## src/rtl/bpc_pkg.sv

```systemverilog
`timescale 1ns / 1ps

package bpc_pkg;

    localparam int DEB_W   = 8;
    localparam int TIMER_W = 16;
    localparam int CFG_IDX_W  = 8;
    localparam int CFG_DATA_W = 16;

    localparam logic [DEB_W-1:0]   DEB_MAX   = '1;
    localparam logic [TIMER_W-1:0] TIMER_MAX = '1;

    // register indexes on the configuration port
    localparam logic [CFG_IDX_W-1:0] REG_DEBOUNCE    = 8'd0;
    localparam logic [CFG_IDX_W-1:0] REG_SHORT_PRESS = 8'd1;
    localparam logic [CFG_IDX_W-1:0] REG_LONG_PRESS  = 8'd2;
    localparam logic [CFG_IDX_W-1:0] REG_PULSE_DELAY = 8'd3;

    localparam logic [DEB_W-1:0]   DEBOUNCE_RESET = 8'd5;
    localparam logic [TIMER_W-1:0] SHORT_RESET    = 16'd10;
    localparam logic [TIMER_W-1:0] LONG_RESET     = 16'd600;
    localparam logic [TIMER_W-1:0] PULSE_RESET    = 16'd600;

    typedef struct packed {
        logic button_level;
        logic reset_cv_edge;
    } t_in_item;

    typedef struct packed {
        logic short_press;
        logic long_release;
        logic long_press;
        logic repeat_pulse;
        logic reset_request;
    } t_out_item;

    typedef struct packed {
        logic rose;
        logic fell;
    } t_deb_evt;

    typedef struct packed {
        logic [TIMER_W-1:0] short_ticks;
        logic [TIMER_W-1:0] long_ticks;
        logic [TIMER_W-1:0] pulse_ticks;
    } t_press_cfg;

endpackage

```

## src/rtl/bpc_debounce.sv

```systemverilog
`timescale 1ns / 1ps

module bpc_debounce (
    input  logic                       i_clk,
    input  logic                       i_rst_n,
    input  logic                       i_advance,
    input  logic                       i_raw,
    input  logic [bpc_pkg::DEB_W-1:0]  i_debounce_ticks,
    output bpc_pkg::t_deb_evt          o_evt
);
    import bpc_pkg::*;

    logic             r_level;
    logic             r_last_raw;
    logic [DEB_W-1:0] r_count;
    logic             n_level;
    logic             n_last_raw;
    logic [DEB_W-1:0] n_count;
    logic [DEB_W-1:0] count_inc;

    assign count_inc = (r_count == DEB_MAX) ? r_count : r_count + 1'b1;

    always_comb begin
        n_level    = r_level;
        n_last_raw = r_last_raw;
        n_count    = r_count;
        o_evt      = '0;
        if (i_raw != r_last_raw) begin
            n_last_raw = i_raw;
            n_count    = '0;
        end else begin
            n_count = count_inc;
            if (count_inc >= i_debounce_ticks && i_raw != r_level) begin
                n_level    = i_raw;
                n_count    = '0;
                o_evt.rose = i_raw;
                o_evt.fell = ~i_raw;
            end
        end
    end

    always_ff @(posedge i_clk) begin
        if (!i_rst_n) begin
            r_level    <= 1'b0;
            r_last_raw <= 1'b0;
            r_count    <= '0;
        end else if (i_advance) begin
            r_level    <= n_level;
            r_last_raw <= n_last_raw;
            r_count    <= n_count;
        end
    end

endmodule

```

## src/rtl/bpc_press.sv

```systemverilog
`timescale 1ns / 1ps

module bpc_press (
    input  logic                 i_clk,
    input  logic                 i_rst_n,
    input  logic                 i_advance,
    input  bpc_pkg::t_deb_evt    i_evt,
    input  logic                 i_cv_edge,
    input  bpc_pkg::t_press_cfg  i_cfg,
    output bpc_pkg::t_out_item   o_result
);
    import bpc_pkg::*;

    logic [TIMER_W-1:0] r_timer;
    logic               r_held;
    logic [TIMER_W-1:0] n_timer;
    logic               n_held;
    logic [TIMER_W-1:0] timer_inc;
    logic [TIMER_W-1:0] over_long;

    assign timer_inc = (r_timer == TIMER_MAX) ? r_timer : r_timer + 1'b1;

    always_comb begin
        n_timer  = timer_inc;
        n_held   = r_held;
        o_result = '0;
        if (i_evt.rose) begin
            n_timer = '0;
            n_held  = 1'b1;
        end
        if (i_evt.fell) begin
            n_held = 1'b0;
            if (timer_inc >= i_cfg.short_ticks && timer_inc < i_cfg.long_ticks) begin
                o_result.short_press = 1'b1;
            end else if (timer_inc > i_cfg.long_ticks) begin
                o_result.long_release = 1'b1;
            end
            n_timer = '0;
        end
        over_long = n_timer - i_cfg.long_ticks;
        if (n_held && n_timer >= i_cfg.long_ticks) begin
            o_result.long_press = 1'b1;
            // each pulse rewinds the timer to the long threshold
            if (over_long >= i_cfg.pulse_ticks) begin
                o_result.repeat_pulse = 1'b1;
                n_timer = i_cfg.long_ticks;
            end
        end
        o_result.reset_request = i_cv_edge | o_result.short_press;
    end

    always_ff @(posedge i_clk) begin
        if (!i_rst_n) begin
            r_timer <= '0;
            r_held  <= 1'b0;
        end else if (i_advance) begin
            r_timer <= n_timer;
            r_held  <= n_held;
        end
    end

endmodule

```

## src/rtl/button_press_classifier_unit.sv

```systemverilog
`timescale 1ns / 1ps

// debounced button with short, long and repeat press classification
// input channel: one word per millisecond tick carrying the raw button level
//   and a reset cv edge flag; output channel: one result word per input word
// config channel: register index and data, always ready; write only while idle
//   (0 debounce ticks, 1 short press ticks, 2 long press ticks, 3 pulse delay)
// path: an accepted word passes the input register, then the result register,
//   before it is offered on the output
// throughput: one word per cycle while results are taken; the debounce filter
//   and press timer update between the input and result registers
// reset: debounced level, raw history, stable count, timer and held flag clear,
//   registers return to 5, 10, 600, 600, both register stages empty
// stall: while the result word is not taken, the input register holds one more
//   word and then input ready drops; no word is lost or repeated
module button_press_classifier_unit (
    input  logic                             i_clk,
    input  logic                             i_rst_n,
    input  logic                             i_in_valid,
    output logic                             o_in_ready,
    input  bpc_pkg::t_in_item                i_in_data,
    output logic                             o_out_valid,
    input  logic                             i_out_ready,
    output bpc_pkg::t_out_item               o_out_data,
    input  logic                             i_cfg_valid,
    output logic                             o_cfg_ready,
    input  logic [bpc_pkg::CFG_IDX_W-1:0]    i_cfg_index,
    input  logic [bpc_pkg::CFG_DATA_W-1:0]   i_cfg_data
);
    import bpc_pkg::*;

    logic               r_in_valid;
    t_in_item           r_in;
    logic               r_out_valid;
    t_out_item          r_out;
    logic [DEB_W-1:0]   r_debounce_ticks;
    t_press_cfg         r_press_cfg;
    logic               advance;
    t_deb_evt           deb_evt;
    t_out_item          result;

    assign advance     = r_in_valid && (!r_out_valid || i_out_ready);
    assign o_in_ready  = !r_in_valid || advance;
    assign o_out_valid = r_out_valid;
    assign o_out_data  = r_out;
    assign o_cfg_ready = 1'b1;

    bpc_debounce u_debounce (
        .i_clk            (i_clk),
        .i_rst_n          (i_rst_n),
        .i_advance        (advance),
        .i_raw            (r_in.button_level),
        .i_debounce_ticks (r_debounce_ticks),
        .o_evt            (deb_evt)
    );

    bpc_press u_press (
        .i_clk     (i_clk),
        .i_rst_n   (i_rst_n),
        .i_advance (advance),
        .i_evt     (deb_evt),
        .i_cv_edge (r_in.reset_cv_edge),
        .i_cfg     (r_press_cfg),
        .o_result  (result)
    );

    always_ff @(posedge i_clk) begin
        if (!i_rst_n) begin
            r_in_valid  <= 1'b0;
            r_out_valid <= 1'b0;
        end else begin
            if (o_in_ready) begin
                r_in_valid <= i_in_valid;
            end
            if (advance) begin
                r_out_valid <= 1'b1;
            end else if (i_out_ready) begin
                r_out_valid <= 1'b0;
            end
        end
    end

    // payload registers
    always_ff @(posedge i_clk) begin
        if (o_in_ready && i_in_valid) begin
            r_in <= i_in_data;
        end
        if (advance) begin
            r_out <= result;
        end
    end

    always_ff @(posedge i_clk) begin
        if (!i_rst_n) begin
            r_debounce_ticks        <= DEBOUNCE_RESET;
            r_press_cfg.short_ticks <= SHORT_RESET;
            r_press_cfg.long_ticks  <= LONG_RESET;
            r_press_cfg.pulse_ticks <= PULSE_RESET;
        end else if (i_cfg_valid) begin
            case (i_cfg_index)
                REG_DEBOUNCE:    r_debounce_ticks        <= i_cfg_data[DEB_W-1:0];
                REG_SHORT_PRESS: r_press_cfg.short_ticks <= i_cfg_data[TIMER_W-1:0];
                REG_LONG_PRESS:  r_press_cfg.long_ticks  <= i_cfg_data[TIMER_W-1:0];
                REG_PULSE_DELAY: r_press_cfg.pulse_ticks <= i_cfg_data[TIMER_W-1:0];
                default: begin
                end
            endcase
        end
    end

endmodule

```

## config.mk

```make
export PLATFORM = sky130hd
export DESIGN_NAME = button_press_classifier_unit
export DESIGN_NICKNAME = d
export VERILOG_FILES = /design/src/rtl/bpc_pkg.sv /design/src/rtl/bpc_debounce.sv /design/src/rtl/bpc_press.sv /design/src/rtl/button_press_classifier_unit.sv
export SDC_FILE = /design/constraint.sdc
export NUM_CORES = 1
export LEC_CHECK = 0
export BUFFER_PORTS_ARGS = -buffer_cell sky130_fd_sc_hd__buf_2
export CORE_MARGIN = 3
export CORE_UTILIZATION = 47
export DETAILED_ROUTE_END_ITERATION = 16
export GPL_ROUTABILITY_DRIVEN = 0
export HOLD_SLACK_MARGIN = 0.05
export PLACE_DENSITY = 0.74
export SKIP_LAST_GASP = 1
export SLEW_MARGIN = 20
export SYNTH_ARGS = -nofsm -noshare
export SYNTH_HDL_FRONTEND = slang
export SYNTH_SLANG_ARGS = --single-unit
```

## constraint.sdc

```tcl
create_clock -name i_clk -period 12.3 [get_ports i_clk]
set_clock_uncertainty 0.15 [all_clocks]
set_input_delay 0.615 -clock i_clk [delete_from_list [all_inputs] [get_ports i_clk]]
set_output_delay 0.615 -clock i_clk [all_outputs]
set_load 0.03 [all_outputs]
```

==> results of run 1 <==
through the flow:
| step | cells | setup WS (ns) |
|---|---|---|
| floorplan | 736 | 6.58 |
| global placement | 924 | 5.81 |
| detailed placement | 924 | 5.57 |
| CTS | 940 | 5.51 |
| global route | 941 | 4.94 |
| finish | 941 | 5.48 |
registers in the layout, indices dropped and copies added (netlist names):
register and flops:
r_debounce_ticks 8, r_in_valid 1, r_in 2, u_press.r_held 1, u_debounce.r_level 1, r_press_cfg 48, o_out_data 5, u_press.r_timer 16
o_out_valid 1, u_debounce.r_count 8, u_debounce.r_last_raw 1
routing by layer:
layer / wire length [microns] / track usage [%]
met4: 414 / 8.96
met1: 6820 / 26.5
met5: 0 / 0
met3: 596 / 4.27
met2: 6930 / 34.1
critical path, delay by kind of cell, from the launching register on:
family / cells / cell delay [ns]
compound gates: 12 / 2.90
simple gates: 10 / 1.76
fa+ha+maj: 4 / 1.09
flops: 1 / 0.42
buf+inv: 1 / 0.26
xor+xnor: 1 / 0.14
power groups by stage:
| stage | Sequential (mW) | Combinational (mW) | Clock, mW |
|---|---|---|---|
| 2_1_floorplan | 0.319 | 0.0822 | 0 |
| 3_3_place_gp | 0.319 | 0.113 | 0 |
| 3_5_place_dp | 0.319 | 0.115 | 0 |
| 4_1_cts | 0.312 | 0.116 | 0.268 |
| 5_1_grt | 0.313 | 0.131 | 0.278 |
| 6_report | 0.313 | 0.116 | 0.261 |
final timing paths:
check                               endpoint  slack, ns                               start  cells past startpoint
min reg2reg      r_press_cfg[4]$_SDFFE_PN1P_       0.33         r_press_cfg[4]$_SDFFE_PN1P_                      2
min                        r_in[1]$_DFFE_PP_       0.27                        i_in_data[1]                      1
max reg2reg  u_press.r_timer[0]$_SDFFE_PN0P_       5.48  u_debounce.r_count[0]$_SDFFE_PN0P_                     28
max          u_press.r_timer[0]$_SDFFE_PN0P_       5.48  u_debounce.r_count[0]$_SDFFE_PN0P_                     28
cell families after synthesis:
family	synth area share, %
adders and majority gates	15.2
muxes	9.13
other	0.0594
and+or+nand+nor	18.8
buffers and inverters	5.78
xor gates and xnor gates	3.47
DFF	30.3
AOI/OAI and AO/OA	17.3
layout by cell type (no fill, tap or decap), drive strengths merged, types with 13 or more instances in the layout:
cell	instances
nor2b	41
nand2	68
a21o	14
and2	17
inv	65
nand4	13
nor2	23
mux2i	55
nand3	20
ha	75
buf	42
dfxtp	85
xnor2	16
a21oi	56
a21boi	26
o21ai	40
final cells by class:
cell class	count	area, sq um
flip-flops and latches	92	1910
well taps	172	215
fillers	1227	5960
multi-input cells	556	4050
clock inverters	6	38.8
clock buffers	10	229
repair buffers	42	230
inverters	63	236
==> flow_metrics.py, run 1 <==
metrics = {
    "sta": {
        "tightest_slew_ns": 0.980,
        "setup_viol": 0,
        "slew_viol_final": 0,
        "setup_tns_ns": 0,
        "max_slew_margin_pct": 34.6,
        "finalHoldViolations": 0,
        "fmax_mhz": 147,
        "min_period_over_period_pct": 55.5,
        "hold_ws_ns": 0.273,
        "grt_setup_unrepaired": "false",
        "period_needed_ns": 6.82,
    },
    "placement": {
        "dpl-instance-area_sq_um": 6630,
        "dp_hpwl_microns": 11200,
        "io_buffers": 37,
    },
    "clocking": {
        "cts_tree": "yes",
        "root_buffer": "clkbuf_16",
        "ctsHoldBuffers": 0,
        "clk_latency_ns": 0.36,
        "cts.sinks": 92,
        "path_clk_slew_ns": 0.07,
        "postCtsSetupBuffers": 0,
        "cts_buffers": 9,
        "ctsResizeCount": 0,
        "cts.path.max_buffers": 2,
        "htreeDepth": 3,
    },
    "floorplan": {
        "io_pins": 39,
        "die-area_sq_um": 14900,
        "die_w_microns": 122,
        "die_h_microns": 122,
        "initial_core_util_pct": 49.1,
        "core_area_sq_um": 12900,
        "rows": 41,
    },
    "routing": {
        "postRouteAntennaNets": 0,
        "wl_per_cell_microns": 15.7,
        "first_pass_iters": 5,
        "drc": 0,
        "detail_route.iter0.violations": 304,
        "vias_per_cell": 5.52,
        "vias": 5195,
        "routed_wl_microns": 14800,
    },
    "logic_synthesis": {
        "syn_inst": 736,
        "async_reset_ff_share_pct": 0,
        "syn-cell-area_sq_um": 6320,
        "synth_top_area_cell": "dfxtp_1",
        "synth.most_common_cell": "dfxtp_1",
        "ys_ff_latch": 92,
        "ys_warn_count": 0,
        "synth-main-ff-cell": "dfxtp_1",
        "syn_nets": 843,
        "synth_common_cells": "85 x dfxtp_1, 75 x ha_1, 66 x nand2_1, 63 x inv_1, 56 x a21oi_1",
        "yosysSeqAreaShare_pct": 30.3,
        "synth_area_leaders": "dfxtp_1 27%, ha_1 15%, mux2i_1 8.7%",
        "postSynthAreaPerCell_sq_um": 8.58,
        "synth_edf_count": 7,
        "synth_cell_types": 63,
        "synth_top_area_share_pct": 26.9,
    },
    "global_route": {
        "antenna_found_initial": 0,
        "grt_first_pass_wirelength_microns": 24300,
        "grt_use_total_pct": 20.8,
        "grt_start_max_net_pins": 86,
        "grt_pass1_vias": 5010,
        "gr-total-overflow": 0,
    },
    "cells_and_area": {
        "drive_gt1_share_pct": 10.4,
        "syn_to_final_growth_pct": 9.49,
        "final_cell_area_sq_um": 6920,
        "fin_nets": 871,
        "n_antenna_cell": 0,
        "finish.utilization_pct": 53.7,
    },
    "pwr": {
        "switching_power_mw": 0.197,
        "intPower_mw": 0.494,
        "p_leak_nw": 3.01,
        "power_frac_comb_pct": 16.9,
        "p_total_mw": 0.690,
        "p_seq_share_pct": 45.3,
        "p_clk_share_pct": 37.8,
        "vdd_drop_max_v": 0.0000945,
        "power_density_nw_per_um2": 99.8,
        "p_sw_share_pct": 28.5,
    },
    "worst_setup_path": {
        "crit_type": "flop to flop",
        "cpMaxStageDelayCell": "a311oi_1",
        "crit_path_frequent_cell": "ha_1",
        "cpPeakStageDelay_ns": 0.60,
        "crit_required_ns": 12.44,
        "critPathLaunchType": "flop",
        "crit_arrival_ns": 6.96,
        "setup.worst_path.end_class": "flop",
        "crit_fanout": 18,
    },
    "min_path": {
        "holdCritPathClass": "primary input to flop",
    },
    "run": {
        "cap_violations": 0,
    },
    "status": {
        "run_status": "complete, no violations",
    },
}
(Power assumes the default switching activity.)
==> run 2, diff against run 1 <==
==> constraint.sdc (replaced) <==
create_clock -name i_clk -period 7.05 [get_ports i_clk]
set_clock_uncertainty 0.15 [all_clocks]
set_input_delay 0.3525 -clock i_clk [delete_from_list [all_inputs] [get_ports i_clk]]
set_output_delay 0.3525 -clock i_clk [all_outputs]
set_load 0.03 [all_outputs]
==> flow_metrics.py, run 2 (synthesized netlist as in run 1, its figures left out) <==
metrics = {
    "status": {
        "run_status": "complete, no violations",
    },
    "routing": {
        "wl_met1_microns": 6770,
        "top_layer_used": "met4",
        "met3WireLength_microns": 502,
        "detail_route.iter0.violations": 365,
        "wl_per_cell_microns": 15.3,
        "first_pass_iters": 5,
        "postRouteAntennaNets": 0,
        "drc": 0,
        "routed-wl-met2_microns": 6730,
        "vias": 5193,
        "routed_wl_microns": 14500,
        "vias_per_cell": 5.47,
    },
    "worst_setup_path": {
        "cpMaxStageDelayCell": "a2111oi_4",
        "cpPeakStageDelay_ns": 0.43,
        "crit_fanout": 10,
        "r2r-start": "u_debounce.r_count[0]$_SDFFE_PN0P_",
        "critPathLaunchType": "flop",
        "r2r_end": "u_press.r_timer[15]$_SDFFE_PN0P_",
        "rrSetupSlack_ns": 0.50,
        "r2r_cells": 28,
        "crit_type": "flop to flop",
        "crit_required_ns": 7.14,
        "setup.worst_path.end_class": "flop",
        "crit_arrival_ns": 6.63,
    },
    "pwr": {
        "p_leak_nw": 3.07,
        "power_density_nw_per_um2": 176,
        "vdd_drop_max_v": 0.000148,
    },
    "floorplan": {
        "die-area_sq_um": 14900,
        "initial_core_util_pct": 49.1,
        "rows": 41,
        "core_area_sq_um": 12900,
        "io_pins": 39,
        "die_w_microns": 122,
        "die_h_microns": 122,
    },
    "min_path": {
        "min_to": "r_in_valid$_SDFFE_PN0N_",
        "holdCritPathClass": "primary input to flop",
        "holdPathStages": 3,
        "hp-start": "i_in_valid",
    },
    "cells_and_area": {
        "largest_reg_flops": 48,
        "fin_nets": 880,
        "regMostFlops": "r_press_cfg",
        "largestRegisters": "r_press_cfg x48, u_press.r_timer x16",
        "drive_gt1_share_pct": 11.2,
        "n_antenna_cell": 0,
        "final_cell_area_sq_um": 7010,
        "final_cell_mix": "85 x dfxtp_1, 75 x ha_1, 66 x nand2_1, 63 x inv_1, 56 x a21oi_1",
        "final_common_cell": "dfxtp_1",
        "syn_to_final_growth_pct": 11.0,
    },
    "sta": {
        "max_slew_margin_pct": 34.2,
        "tightest_slew_ns": 0.985,
        "slew_viol_final": 0,
        "hold_ws_ns": 0.0858,
        "min_period_over_period_pct": 92.9,
        "fmax_mhz": 153,
        "setup_viol": 0,
        "finalHoldViolations": 0,
        "period_needed_ns": 6.55,
    },
    "global_route": {
        "gr-total-overflow": 0,
        "grt_first_pass_wirelength_microns": 24000,
        "grt_pass1_vias": 4854,
        "antenna_found_initial": 0,
        "grt_start_max_net_pins": 86,
        "grt_use_total_pct": 20.5,
    },
    "clocking": {
        "cts.sinks": 92,
        "cts_tree": "yes",
        "path_clk_slew_ns": 0.07,
        "htreeDepth": 3,
        "cts_buffers": 9,
        "clk_latency_ns": 0.36,
        "cts.path.max_buffers": 2,
        "root_buffer": "clkbuf_16",
    },
    "placement": {
        "dpl-instance-area_sq_um": 6660,
        "dp_hpwl_microns": 11000,
        "io_buffers": 37,
    },
    "run": {
        "cap_violations": 0,
    },
}
-- run 2: changes by cell type in the layout (fill, tap and decap cells not counted) --
cell | previous run | this run
clkinv_1 | 1 | 0
buf_4 | 4 | 11
clkinv_2 | 2 | 1
clkinvlp_4 | 1 | 0
a311oi_2 | 0 | 1
a311oi_1 | 1 | 0
bufinv_16 | 0 | 1
dlygate4sd3_1 | 0 | 2
inv_6 | 2 | 0
inv_4 | 0 | 1
clkbuf_1 | 1 | 3
clkinv_4 | 0 | 1
-- run 2: worst max-delay path by stage --
stage | start | endpoint | slack (ns) | cells past startpoint
after floorplan | u_debounce.r_count[0]$_SDFFE_PN0P_ | u_press.r_timer[10]$_SDFFE_PN0P_ | 1.33 | 29
after global placement | u_debounce.r_count[0]$_SDFFE_PN0P_ | u_press.r_timer[11]$_SDFFE_PN0P_ | 0.46 | 27
after detailed placement | u_debounce.r_count[0]$_SDFFE_PN0P_ | u_press.r_timer[9]$_SDFFE_PN0P_ | 0.34 | 27
after CTS | u_debounce.r_count[0]$_SDFFE_PN0P_ | u_press.r_timer[10]$_SDFFE_PN0P_ | 0.27 | 27
after global routing | u_debounce.r_count[0]$_SDFFE_PN0P_ | u_press.r_timer[14]$_SDFFE_PN0P_ | -0.05 | 28
final | u_debounce.r_count[0]$_SDFFE_PN0P_ | u_press.r_timer[15]$_SDFFE_PN0P_ | 0.50 | 28
-- run 2: layer usage --
layer / global-route usage (%) / up-vias
met5: 0 / -
met4: 9.17 / 0
met3: 4.22 / 36
met2: 32.6 / 98
met1: 27.0 / 2388
li1: - / 2671
-- run 2: what timing repair did --
action | CTS | global route
hold buffers | 2 | 0
resized for setup | 0 | 1
setup buffers | 0 | 4
hold endpoints to repair | 2 | 0
endpoints found under the setup margin | 0 | 17
-- run 2: final cells by class --
type,instances,area [sq um]
clock inverter,4,50.0
sequential,92,1910
tap,172,215
inverter,63,236
fill,1220,5860
multi-input combinational,556,4060
clock buffer,12,236
timing repair buffer,51,303
-- run 2: power breakdown --
group,total [mW],switching (mW),internal [mW],leakage (nW)
clock network,0.482,0.207,0.275,0.141
registers,0.546,0.0101,0.536,0.758
logic,0.207,0.117,0.0894,2.17
-- run 2: critical path: cells and delay by family, from the launching register on --
family	cells	cell delay, ns
buf+inv	2	0.45
mux	1	0.22
xor+xnor	1	0.09
flops	1	0.42
simple gates	10	1.84
compound gates	10	2.09
fa+ha+maj	4	1.17
-- run 2: per-stage QoR --
stage | setup TNS [ns] | utilization, % | power [mW] | setup WS, ns | std cells
global placement | 0 | 51.7 | 0.755 | 0.463 | 927
floorplan | 0 | - | 0.700 | 1.33 | 736
detailed placement | 0 | 51.7 | 0.757 | 0.344 | 927
CTS | 0 | 54.1 | 1.25 | 0.274 | 945
finish | 0 | 54.5 | 1.23 | 0.503 | 950
global route | -0.264 | 54.5 | 1.30 | -0.0460 | 950
==> run 3, diff against run 2 <==
==> constraint.sdc (replaced) <==
create_clock -name i_clk -period 6.7 [get_ports i_clk]
set_clock_uncertainty 0.15 [all_clocks]
set_input_delay 0.335 -clock i_clk [delete_from_list [all_inputs] [get_ports i_clk]]
set_output_delay 0.335 -clock i_clk [all_outputs]
set_load 0.03 [all_outputs]
==> flow_metrics.py, run 3 (synthesized netlist as in run 1, its figures left out) <==
metrics = {
    "sta": {
        "min_period_over_period_pct": 94.3,
        "slew_viol_final": 0,
        "finalHoldViolations": 0,
        "fin_ws_ns": 0.383,
        "fmax_mhz": 158,
        "setup_viol": 0,
        "period_needed_ns": 6.32,
        "max_slew_margin_pct": 40.7,
        "tightest_slew_ns": 0.889,
        "hold_ws_ns": 0.0753,
        "setup_tns_ns": 0,
    },
    "floorplan": {
        "rows": 41,
        "initial_core_util_pct": 49.1,
        "die_h_microns": 122,
        "core_area_sq_um": 12900,
        "die-area_sq_um": 14900,
        "io_pins": 39,
        "die_w_microns": 122,
    },
    "placement": {
        "dp_hpwl_microns": 11200,
        "post-place-cells": 928,
        "io_buffers": 37,
        "post-place-ws_ns": 0.148,
    },
    "min_path": {
        "holdCritPathClass": "primary input to flop",
        "hp-start": "i_in_valid",
        "min_to": "r_in_valid$_SDFFE_PN0N_",
        "holdPathStages": 3,
    },
    "cells_and_area": {
        "largestRegisters": "r_press_cfg x48, u_press.r_timer x16",
        "register_area_sq_um": 1910,
        "multi_input_area_sq_um": 4080,
        "final_common_cell": "dfxtp_1",
        "layoutNonFillerInstCount": 952,
        "n_fill_cell": 1190,
        "n_antenna_cell": 0,
        "final_cell_mix": "83 x dfxtp_1, 73 x ha_1, 66 x nand2_1, 63 x inv_1, 55 x mux2i_1",
        "fin_nets": 882,
        "regMostFlops": "r_press_cfg",
        "syn_to_final_growth_pct": 11.9,
        "largest_reg_flops": 48,
        "drive_gt1_share_pct": 12.6,
    },
    "routing": {
        "drc": 0,
        "first_pass_iters": 5,
        "vias": 5216,
        "vias_per_cell": 5.48,
        "wl_per_cell_microns": 15.5,
        "postRouteAntennaNets": 0,
        "detail_route.iter0.violations": 318,
        "routed_wl_microns": 14800,
    },
    "worst_setup_path": {
        "critPathLaunchType": "flop",
        "crit_fanout": 10,
        "crit_type": "flop to flop",
        "path_buf_inv": 3,
        "crit_required_ns": 6.78,
        "crit_cells": 30,
        "setup.worst_path.end_class": "flop",
        "r2r_cells": 30,
        "path_delay_family": "compound AO/OA/AOI/OAI gates",
        "r2r_end": "u_press.r_timer[2]$_SDFFE_PN0P_",
        "crit_path_frequent_cell": "ha_1",
        "r2r-start": "u_debounce.r_count[0]$_SDFFE_PN0P_",
        "crit_arrival_ns": 6.40,
        "cpPeakStageDelay_ns": 0.45,
        "cpMaxStageDelayCell": "a2111oi_4",
        "rrSetupSlack_ns": 0.38,
    },
    "pwr": {
        "p_total_mw": 1.31,
        "p_sw_share_pct": 27.5,
        "power_density_nw_per_um2": 185,
        "p_clk_share_pct": 39.3,
        "switching_power_mw": 0.360,
        "p_seq_share_pct": 43.9,
        "vdd_drop_max_v": 0.000169,
        "intPower_mw": 0.949,
        "power_frac_comb_pct": 16.8,
        "p_leak_nw": 3.07,
    },
    "clocking": {
        "cts.path.max_buffers": 2,
        "clk_latency_ns": 0.36,
        "cts.sinks": 92,
        "root_buffer": "clkbuf_16",
        "cts_buffers": 9,
        "cts_tree": "yes",
        "htreeDepth": 3,
        "path_clk_slew_ns": 0.07,
    },
    "global_route": {
        "grt_pass1_vias": 4993,
        "antenna_found_initial": 0,
        "grt_first_pass_wirelength_microns": 24500,
        "grt_use_total_pct": 20.9,
        "grt_start_max_net_pins": 86,
        "gr-total-overflow": 0,
    },
    "run": {
        "cap_violations": 0,
    },
    "status": {
        "run_status": "complete, no violations",
    },
}
-- run 3: metal layers --
metal	vias to the layer above	wire length, microns	global-route usage, %
li1	2682	-	-
met1	2382	6710	27.2
met2	119	6970	34.2
met3	33	690	4.32
met4	0	410	8.26
met5	-	0	0
-- run 3: worst max-delay path by stage --
stage / start / endpoint
after floorplan: u_debounce.r_count[0]$_SDFFE_PN0P_ / u_press.r_timer[10]$_SDFFE_PN0P_
after global placement: u_debounce.r_count[0]$_SDFFE_PN0P_ / u_press.r_timer[11]$_SDFFE_PN0P_
after detailed placement: u_debounce.r_count[0]$_SDFFE_PN0P_ / u_press.r_timer[11]$_SDFFE_PN0P_
after CTS: u_debounce.r_count[0]$_SDFFE_PN0P_ / u_press.r_timer[11]$_SDFFE_PN0P_
after global routing: u_debounce.r_count[0]$_SDFFE_PN0P_ / u_press.r_timer[3]$_SDFFE_PN0P_
final: u_debounce.r_count[0]$_SDFFE_PN0P_ / u_press.r_timer[2]$_SDFFE_PN0P_
-- run 3: what timing repair did --
action | in CTS | in global routing
hold buffers | 2 | 0
setup buffers | 0 | 5
resized for setup | 0 | 10
endpoints found under the hold margin | 2 | 0
endpoints found under the setup margin | 0 | 17
-- run 3: final cells by class --
| type | instances | area share, % |
|---|---|---|
| Multi-Input combinational cell | 556 | 57.7 |
| Clock buffer | 10 | 3.24 |
| Tap cell | 172 | 3.05 |
| Timing Repair Buffer | 53 | 4.62 |
| Inverter | 63 | 3.35 |
| Sequential cell | 92 | 27.1 |
| Clock inverter | 6 | 0.903 |
-- run 3: worst min-delay path: cells and delay by family --
family          cells  cell delay (ns)
simple gates        1             0.09
compound gates      1             0.04
buf+inv             1             0.09
-- run 3: power by group through the flow --
stage | Sequential, mW | Clock [mW] | Combinational, mW
final | 0.574 | 0.514 | 0.220
after global routing | 0.576 | 0.543 | 0.251
after CTS | 0.574 | 0.530 | 0.218
after detailed placement | 0.586 | 0 | 0.215
after global placement | 0.586 | 0 | 0.213
after floorplan | 0.586 | 0 | 0.151
-- run 3: through the flow --
| stage | utilization [%] | instance area, sq um |
|---|---|---|
| floorplan | - | 6320 |
| global placement | 51.8 | 6680 |
| detailed placement | 51.8 | 6680 |
| CTS | 54.3 | 6990 |
| global route | 54.9 | 7070 |
| finish | 54.9 | 7070 |
